`config.mk`:
```
export PLATFORM = sky130hd
export DESIGN_NAME = pbwt_ctrl
export DESIGN_NICKNAME = d
export VERILOG_FILES = /design/src/rtl/pbwt_pkg.sv /design/src/rtl/pbwt_ctrl.sv
export SDC_FILE = /design/constraint.sdc
export NUM_CORES = 1
export LEC_CHECK = 0
export BUFFER_PORTS_ARGS = -buffer_cell sky130_fd_sc_hd__buf_2
export CORE_AREA = 5 5 42 44
export DETAILED_ROUTE_END_ITERATION = 8
export DIE_AREA = 0 0 47 49
export PLACE_DENSITY_LB_ADDON = 0.12
export SYNTH_ARGS = -nofsm -noshare
export SYNTH_HDL_FRONTEND = slang
export SYNTH_SLANG_ARGS = --single-unit
```
`constraint.sdc`:
```
create_clock -name i_clk -period 1.21 [get_ports i_clk]
set_input_delay 0.242 -clock i_clk [delete_from_list [all_inputs] [get_ports i_clk]]
set_output_delay 0.242 -clock i_clk [all_outputs]
set_load 0.01 [all_outputs]
```
`src/rtl/pbwt_pkg.sv`:
```
`default_nettype none
// ----------------------------------------------------------------------------
// pbwt_pkg
// Shared types and field widths of the positional prefix-order column update.
// ----------------------------------------------------------------------------
package pbwt_pkg;

    localparam int HAP_W       = 6;   // haplotype index, row index, rank fields
    localparam int DIV_W       = 16;  // divergence site value
    localparam int CNT_W       = 7;   // haplotype_count register and zero count
    localparam int IN_TDATA_W  = 8;   // haplotype, allele, zero pad
    localparam int OUT_TDATA_W = 48;  // six result fields, zero pad

    localparam logic [CNT_W-1:0] HAP_COUNT_RESET = 7'd64;
    localparam logic [CNT_W-1:0] HAP_COUNT_MIN   = 7'd2;

    typedef enum logic [2:0] {
        ST_LOAD,
        ST_WALK,
        ST_DRAIN,
        ST_EMIT_RD,
        ST_EMIT_LD
    } t_state;

    // controller to datapath
    typedef struct packed {
        logic allele_wr;
        logic walk_start;
        logic walk_issue;
        logic emit_read;
        logic emit_load;
    } t_dp_cmd;

    // datapath to controller
    typedef struct packed {
        logic walk_last;
        logic pipe_empty;
        logic emit_last;
        logic out_free;
    } t_dp_sts;

endpackage
`default_nettype wire

```
`src/rtl/pbwt_ctrl.sv`:
```
`default_nettype none
// ----------------------------------------------------------------------------
// pbwt_ctrl
// Sequencer for allele loading, order walk and result emission.
// ----------------------------------------------------------------------------
module pbwt_ctrl (
    input  wire logic              i_clk,
    input  wire logic              i_rst_n,
    input  wire logic              i_s_tvalid,
    input  wire logic              i_s_tlast,
    input  wire pbwt_pkg::t_dp_sts i_sts,
    output pbwt_pkg::t_dp_cmd      o_cmd,
    output logic                   o_s_tready
);
    import pbwt_pkg::*;

    t_state r_state;
    t_state n_state;

    always_ff @(posedge i_clk) begin
        if (!i_rst_n) begin
            r_state <= ST_LOAD;
        end else begin
            r_state <= n_state;
        end
    end

    always_comb begin
        n_state    = r_state;
        o_cmd      = '0;
        o_s_tready = 1'b0;
        case (r_state)
            ST_LOAD: begin
                o_s_tready = 1'b1;
                if (i_s_tvalid) begin
                    o_cmd.allele_wr = 1'b1;
                    if (i_s_tlast) begin
                        o_cmd.walk_start = 1'b1;
                        n_state          = ST_WALK;
                    end
                end
            end
            ST_WALK: begin
                o_cmd.walk_issue = 1'b1;
                if (i_sts.walk_last) begin
                    n_state = ST_DRAIN;
                end
            end
            ST_DRAIN: begin
                if (i_sts.pipe_empty) begin
                    n_state = ST_EMIT_RD;
                end
            end
            ST_EMIT_RD: begin
                if (i_sts.out_free) begin
                    o_cmd.emit_read = 1'b1;
                    n_state         = ST_EMIT_LD;
                end
            end
            ST_EMIT_LD: begin
                o_cmd.emit_load = 1'b1;
                n_state = i_sts.emit_last ? ST_LOAD : ST_EMIT_RD;
            end
            default: begin
                n_state = ST_LOAD;
            end
        endcase
    end

endmodule
`default_nettype wire

```
# After elaboration in Yosys (flattened, before gate mapping)
# Index checks and enable logic that the tools add are counted.
dict set report word_totals {
  output_inout_bits 6
  elab_cells 27
  in_bits 8
  regBits 3
}
dict set report classes {
  n_reduce_logical 2
  muxes 15
  eq_ne 9
}
# cell n
set op_table {}
lappend op_table {{$mux W3} 5}
lappend op_table {{$pmux W3 S5} 1}
lappend op_table {{$ne A2 B2 Y1 const B} 5}
lappend op_table {{$eq A3 B2 Y1 const B} 2}
lappend op_table {{$mux W1} 6}
lappend op_table {{$mux W2} 3}
lappend op_table {{$reduce_and A5 Y1} 1}
lappend op_table {{$eq A3 B1 Y1 const B} 1}
lappend op_table {{$eq A3 B3 Y1 const B} 1}
lappend op_table {{$logic_not A3 Y1} 1}

# Depth between registers and ports, before layout
# Gate-level depths: netlist of run 1.
dict set report depth {
  depth_word 3
  ltp_mapped 4
  depth_no_buf 3
}

# Worst setup path after synthesis of run 1
# Ideal clock, no wire load.
dict set report synth_path {
  kind {reg-to-output}
  startpoint {reg r_state[0]}
  endpoint {out o_cmd[3] (netlist bit)}
  path_slack_ps 31
  required_ps 968
  t_arrival_ps 937
  n_path_buf 1
  stages_incl_launch_ff 4
  cell_sequence {dfxtp_1 -> buf_6 -> nor3_2 -> and3_1}
}
# element line_no
set synth_rtl {}
lappend synth_rtl {{from (decl)} pbwt_ctrl.sv:17} ;# t_state r_state;
lappend synth_rtl {{from (signal assigned)} pbwt_ctrl.sv:24} ;# r_state <= n_state;
lappend synth_rtl {{to (decl)} pbwt_ctrl.sv:12} ;# output pbwt_pkg::t_dp_cmd o_cmd,

==> results of run 1 <==
==> how the worst max path moves through the flow <==
| stage | from | depth (start not counted) | end | slack (ns) |
|---|---|---|---|---|
| global placement | r_state[0]$_SDFFE_PN0P_ | 3 | o_cmd[1] | 0.04 |
| global route | r_state[2]$_SDFFE_PN0P_ | 4 | o_cmd[3] | -0.19 |
| finish | r_state[2]$_SDFFE_PN0P_ | 4 | o_cmd[3] | -0.13 |
| detailed placement | r_state[0]$_SDFFE_PN0P_ | 3 | o_cmd[1] | 0.02 |
| CTS | r_state[2]$_SDFFE_PN0P_ | 4 | o_cmd[3] | -0.14 |
| floorplan | r_state[0]$_SDFFE_PN0P_ | 3 | o_cmd[3] | 0.03 |
==> layout make-up <==
cell class / count / share of cell area (%)
Clock buffer: 4 / 6.54
Multi-Input combinational cell: 23 / 47.0
Timing Repair Buffer: 16 / 24.9
Sequential cell: 3 / 16.5
Tap cell: 16 / 4.98
==> cell families (layout without fill, tap and decap cells) <==
family / after synthesis / after routing / synth area share [%]
muxes: 1 / 1 / 3.94
and+or+nand+nor: 16 / 16 / 50.7
DFF: 3 / 3 / 23.6
buffers and inverters: 1 / 20 / 4.43
AOI/OAI and AO/OA: 6 / 6 / 17.2
==> Yosys cell counts, drive strengths merged (2+ instances only) <==
master  instances  area, um^2
nand3b          3        35.0
nor2b           2        12.5
nand2           2        7.51
and2            2        12.5
and3            2        12.5
nor3b           2        20.0
dfxtp           3        60.1
==> power groups by stage <==
stage / Combinational (W) / Sequential [W] / Clock [W]
after floorplan: 0.000247 / 0.000152 / 0
after global placement: 0.000322 / 0.000176 / 0
after detailed placement: 0.000324 / 0.000179 / 0
after CTS: 0.000337 / 0.000198 / 0.000188
after global routing: 0.000364 / 0.000205 / 0.000194
final: 0.000334 / 0.000197 / 0.000178
==> stage by stage <==
stage               setup slack, ns  util (%)
floorplan                    0.0312         -
global placement             0.0387      25.9
detailed placement           0.0198      25.9
CTS                          -0.145      28.7
global route                 -0.188      28.7
finish                       -0.131      28.7
==> metal layers <==
layer	track usage, %	up-vias	part of all wire (%)	wire length [um]
met3	1.11	0	9.2	61
met5	0	-	0	0
met2	9.73	10	51	338
li1	-	136	-	-
met1	7.03	112	40	262
met4	6.91	0	0	0
==> critical path, cell delays in order (launching register included) <==
cell and delay (ns):
dfxtp_2 0.33, buf_12 0.13, nor3_4 0.13, and3_1 0.16, buf_2 0.12
==> impl_metrics.ini, run 1 <==
[run_status]
outcome = finished with violations
violations = negative setup slack

[critical_path]
ff2ff_path_depth = 3
worst_setup_path_start_kind = flip-flop
endpoint_kind = output pin
reg2reg_slack_ns = 0.10
path_class = flip-flop to output pin
worstPathRequired_ns = 0.97
reg2reg_to = r_state[0]$_SDFFE_PN0P_
crit-reg2reg-launch = r_state[0]$_SDFFE_PN0P_
cp_max_fo = 5
cp.arrival_ns = 1.10

[final_layout]
stdcell_count = 62
syn2layout_area_growth_pct = 58.1
reg_top3 = r_state x3
multi_input_area_um2 = 189
layout_commonest_cell = buf_2
antennaDiodeCount = 0
top_register = r_state
num-fill-cells = 165
final_area_um2 = 402
seq_area_um2 = 66.3
final_cell_mix = 13 x buf_2, 3 x clkbuf_4
largest_register_ffs = 3
final_nets = 55
drive_gt1_share_pct = 58.7

[placement]
dp.cells = 58
place_area_um2 = 363
dp_hpwl_um = 532
port_buffers = 13
place.gp.congestion = 0.658

[synth]
seq_area_frac_synth_pct = 23.6
synth_edf_count = 0
syn_inst = 27
syn_nets = 35
async_flop_share_pct = 0
yosys_register_bits = 3
synth-main-ff-cell = dfxtp_1
synth_area_per_cell_um2 = 9.41
yosysUniqueCellTypes = 20
yosysWarnings = 0
netlist_area_um2 = 254

[clock_tree]
cts_made_buffers = 3
cts_hold_buf = 0
cts_tree = yes
root_buffer = clkbuf_4
clk_latency_ns = 0.23
clk_pin_slew_ns = 0.04
post_cts_buffers = 0
cts_buffer_depth = 2
cts_max_level = 1
ctsResizeCount = 5
clock-sinks = 3

[routing]
first_pass_iters = 1
postRouteAntennaNets = 0
drc_errors = 0
drt_iter0_markers = 0
routedWlPerCell_um = 10.7
vias = 258
avgViaCountPerCell = 4.16
totalWireLength_um = 661

[floorplan]
start_util_pct = 18.1
die_w_um = 47
die_y_um = 49
ios = 14
die-area_um2 = 2300
rows = 14
coreArea_um2 = 1400

[sta]
worst_slew_pin_slew_ns = 0.294
hold_violations = 0
hold_slack_ns = 0.256
skew_ns = 0.00571
max_clock_freq_mhz = 746
fin_ws_ns = -0.131
period_needed_ns = 1.34
rsz0062_at_grt = true
slew_viol_final = 0
finalSetupViolCount = 6
slew_headroom_pct = 80.4
min_period_over_period_pct = 111
fin_setup_tns_ns = -0.510

[power_and_ir_drop]
seqPwrFrac_pct = 27.8
ir_drop_v = 0.000492
pwr-share-clk_pct = 25.1
switchingPower_w = 0.000253
leakage_nw = 0.199
intPower_w = 0.000458
p_total_w = 0.000710
p_per_area_nw_per_um2 = 1770
swShare_pct = 35.6
p_comb_share_pct = 47.1

[hold_path]
hp-class = input port to flip-flop
hp-start = i_rst_n
holdPathEnd = r_state[1]$_SDFFE_PN0P_
hold_path_depth = 2

[global_route]
antenna_found_initial = 0
grtUsageTotal_pct = 6.55
grt_pass1_wl_um = 1040
first_global_vias = 267
grt_max_degree = 11
grt_overflow = 0

[flow_run]
maxCapViolations = 0
(Power assumes the default switching activity.)
==> inputs of run 2 (changes only) <==
CORE_AREA = 2 2 39 41   (was 5 5 42 44)
CTS_BUF_LIST = sky130_fd_sc_hd__clkbuf_2   (was not set)
DIE_AREA = 0 0 41 43   (was 0 0 47 49)
MAX_ROUTING_LAYER = met4   (was not set)
==> impl_metrics.ini, run 2 (same netlist as run 1, synthesis figures left out) <==
[run_status]
outcome = finished with violations
violations = negative setup slack

[routing]
avgViaCountPerCell = 4.54
postRouteAntennaNets = 0
vias = 304
first_pass_iters = 2
totalWireLength_um = 774
routedWlPerCell_um = 11.6
drt_iter0_markers = 3
drc_errors = 0

[clock_tree]
clk_latency_ns = 0.21
cts_max_level = 1
cts_hold_buf = 0
clk_pin_slew_ns = 0.05
cts_buffer_depth = 2
root_buffer = clkbuf_2
cts_tree = yes
cts_made_buffers = 3
clock-sinks = 3

[global_route]
grt_pass1_wl_um = 1170
first_global_vias = 271
grt_max_degree = 9
antenna_found_initial = 0
grt_overflow = 0
grtUsageTotal_pct = 10.7

[critical_path]
path_class = flip-flop to output pin
endpoint_kind = output pin
startpoint = r_state[0]$_SDFFE_PN0P_
worstPathRequired_ns = 0.97
reg2reg_slack_ns = 0.01
worst_setup_path_start_kind = flip-flop
cp.arrival_ns = 1.06
cp_max_fo = 7
crit-reg2reg-launch = r_state[2]$_SDFFE_PN0P_

[final_layout]
final_area_um2 = 490
reg_top3 = r_state x3
top_register = r_state
syn2layout_area_growth_pct = 93.1
num-fill-cells = 145
layout_commonest_cell = buf_2
final_nets = 60
antennaDiodeCount = 0
largest_register_ffs = 3
final_cell_mix = 12 x buf_2, 5 x buf_6, 4 x clkbuf_2
drive_gt1_share_pct = 72.5

[floorplan]
coreArea_um2 = 1380
start_util_pct = 18.4
ios = 14
die-area_um2 = 1760
die_y_um = 43
rows = 14
die_w_um = 41

[hold_path]
hp-class = input port to flip-flop
hp-start = i_rst_n

[sta]
period_needed_ns = 1.30
rsz0062_at_grt = true
skew_ns = 0.00353
hold_slack_ns = 0.288
fin_ws_ns = -0.0899
finalSetupViolCount = 4
slew_viol_final = 0
max_clock_freq_mhz = 769
min_period_over_period_pct = 107
slew_headroom_pct = 86.1
worst_slew_pin_slew_ns = 0.209
hold_violations = 0

[power_and_ir_drop]
ir_drop_v = 0.000721
leakage_nw = 0.236
p_per_area_nw_per_um2 = 1630
p_total_w = 0.000799

[placement]
dp_hpwl_um = 495
place_area_um2 = 363
preCtsSetupSlack_ns = 0.0232
place.gp.congestion = 0.663
port_buffers = 13

[flow_run]
maxCapViolations = 0
## run 2: routing by layer
metal | up-vias | global-route usage [%] | share of wire, %
met1 | 143 | 12.5 | 41
met2 | 10 | 13.8 | 52
li1 | 149 | - | -
met3 | 2 | 4.71 | 5.9
met5 | - | - | 0
met4 | 0 | 8.00 | 1.3
## run 2: worst paths after layout
path	endpoint	depth (start not counted)
min reg2reg	r_state[0]$_SDFFE_PN0P_	3
max	o_cmd[0]	3
max reg2reg	r_state[2]$_SDFFE_PN0P_	5
min	r_state[1]$_SDFFE_PN0P_	2
## run 2: critical path, stage by stage, from the launching register on
cell     delay (ns)
dfxtp_4        0.37
buf_6          0.13
nor3b_4        0.19
buf_2          0.16
## run 2: power breakdown
part,total [W],internal [W],switching [W]
clock,0.000143,0.0000872,0.0000555
combinational,0.000456,0.000283,0.000173
sequential,0.000200,0.000138,0.0000627
total,0.000799,0.000508,0.000291
## run 2: cell type report
| type | count | area [um^2] | area share [%] |
|---|---|---|---|
| clock buffer | 4 | 20.0 | 4.08 |
| multi-input combinational | 23 | 223 | 45.4 |
| sequential | 3 | 68.8 | 14.0 |
| tap | 16 | 20.0 | 4.08 |
| timing repair buffer | 21 | 159 | 32.4 |
## run 2: stage by stage
stage	utilization (%)	TNS, ns	std cells
after global routing	35.4	-0.785	67
after floorplan	-	0	27
final	35.4	-0.297	67
after CTS	31.6	-0.457	66
after global placement	26.2	0	58
after detailed placement	26.2	0	58
## run 2: timing repair
action,4_1_cts,5_1_grt
resized for setup,8,9
setup endpoints to repair,6,9
pin swaps,5,3
buffers inserted,4,1
gates cloned,0,0
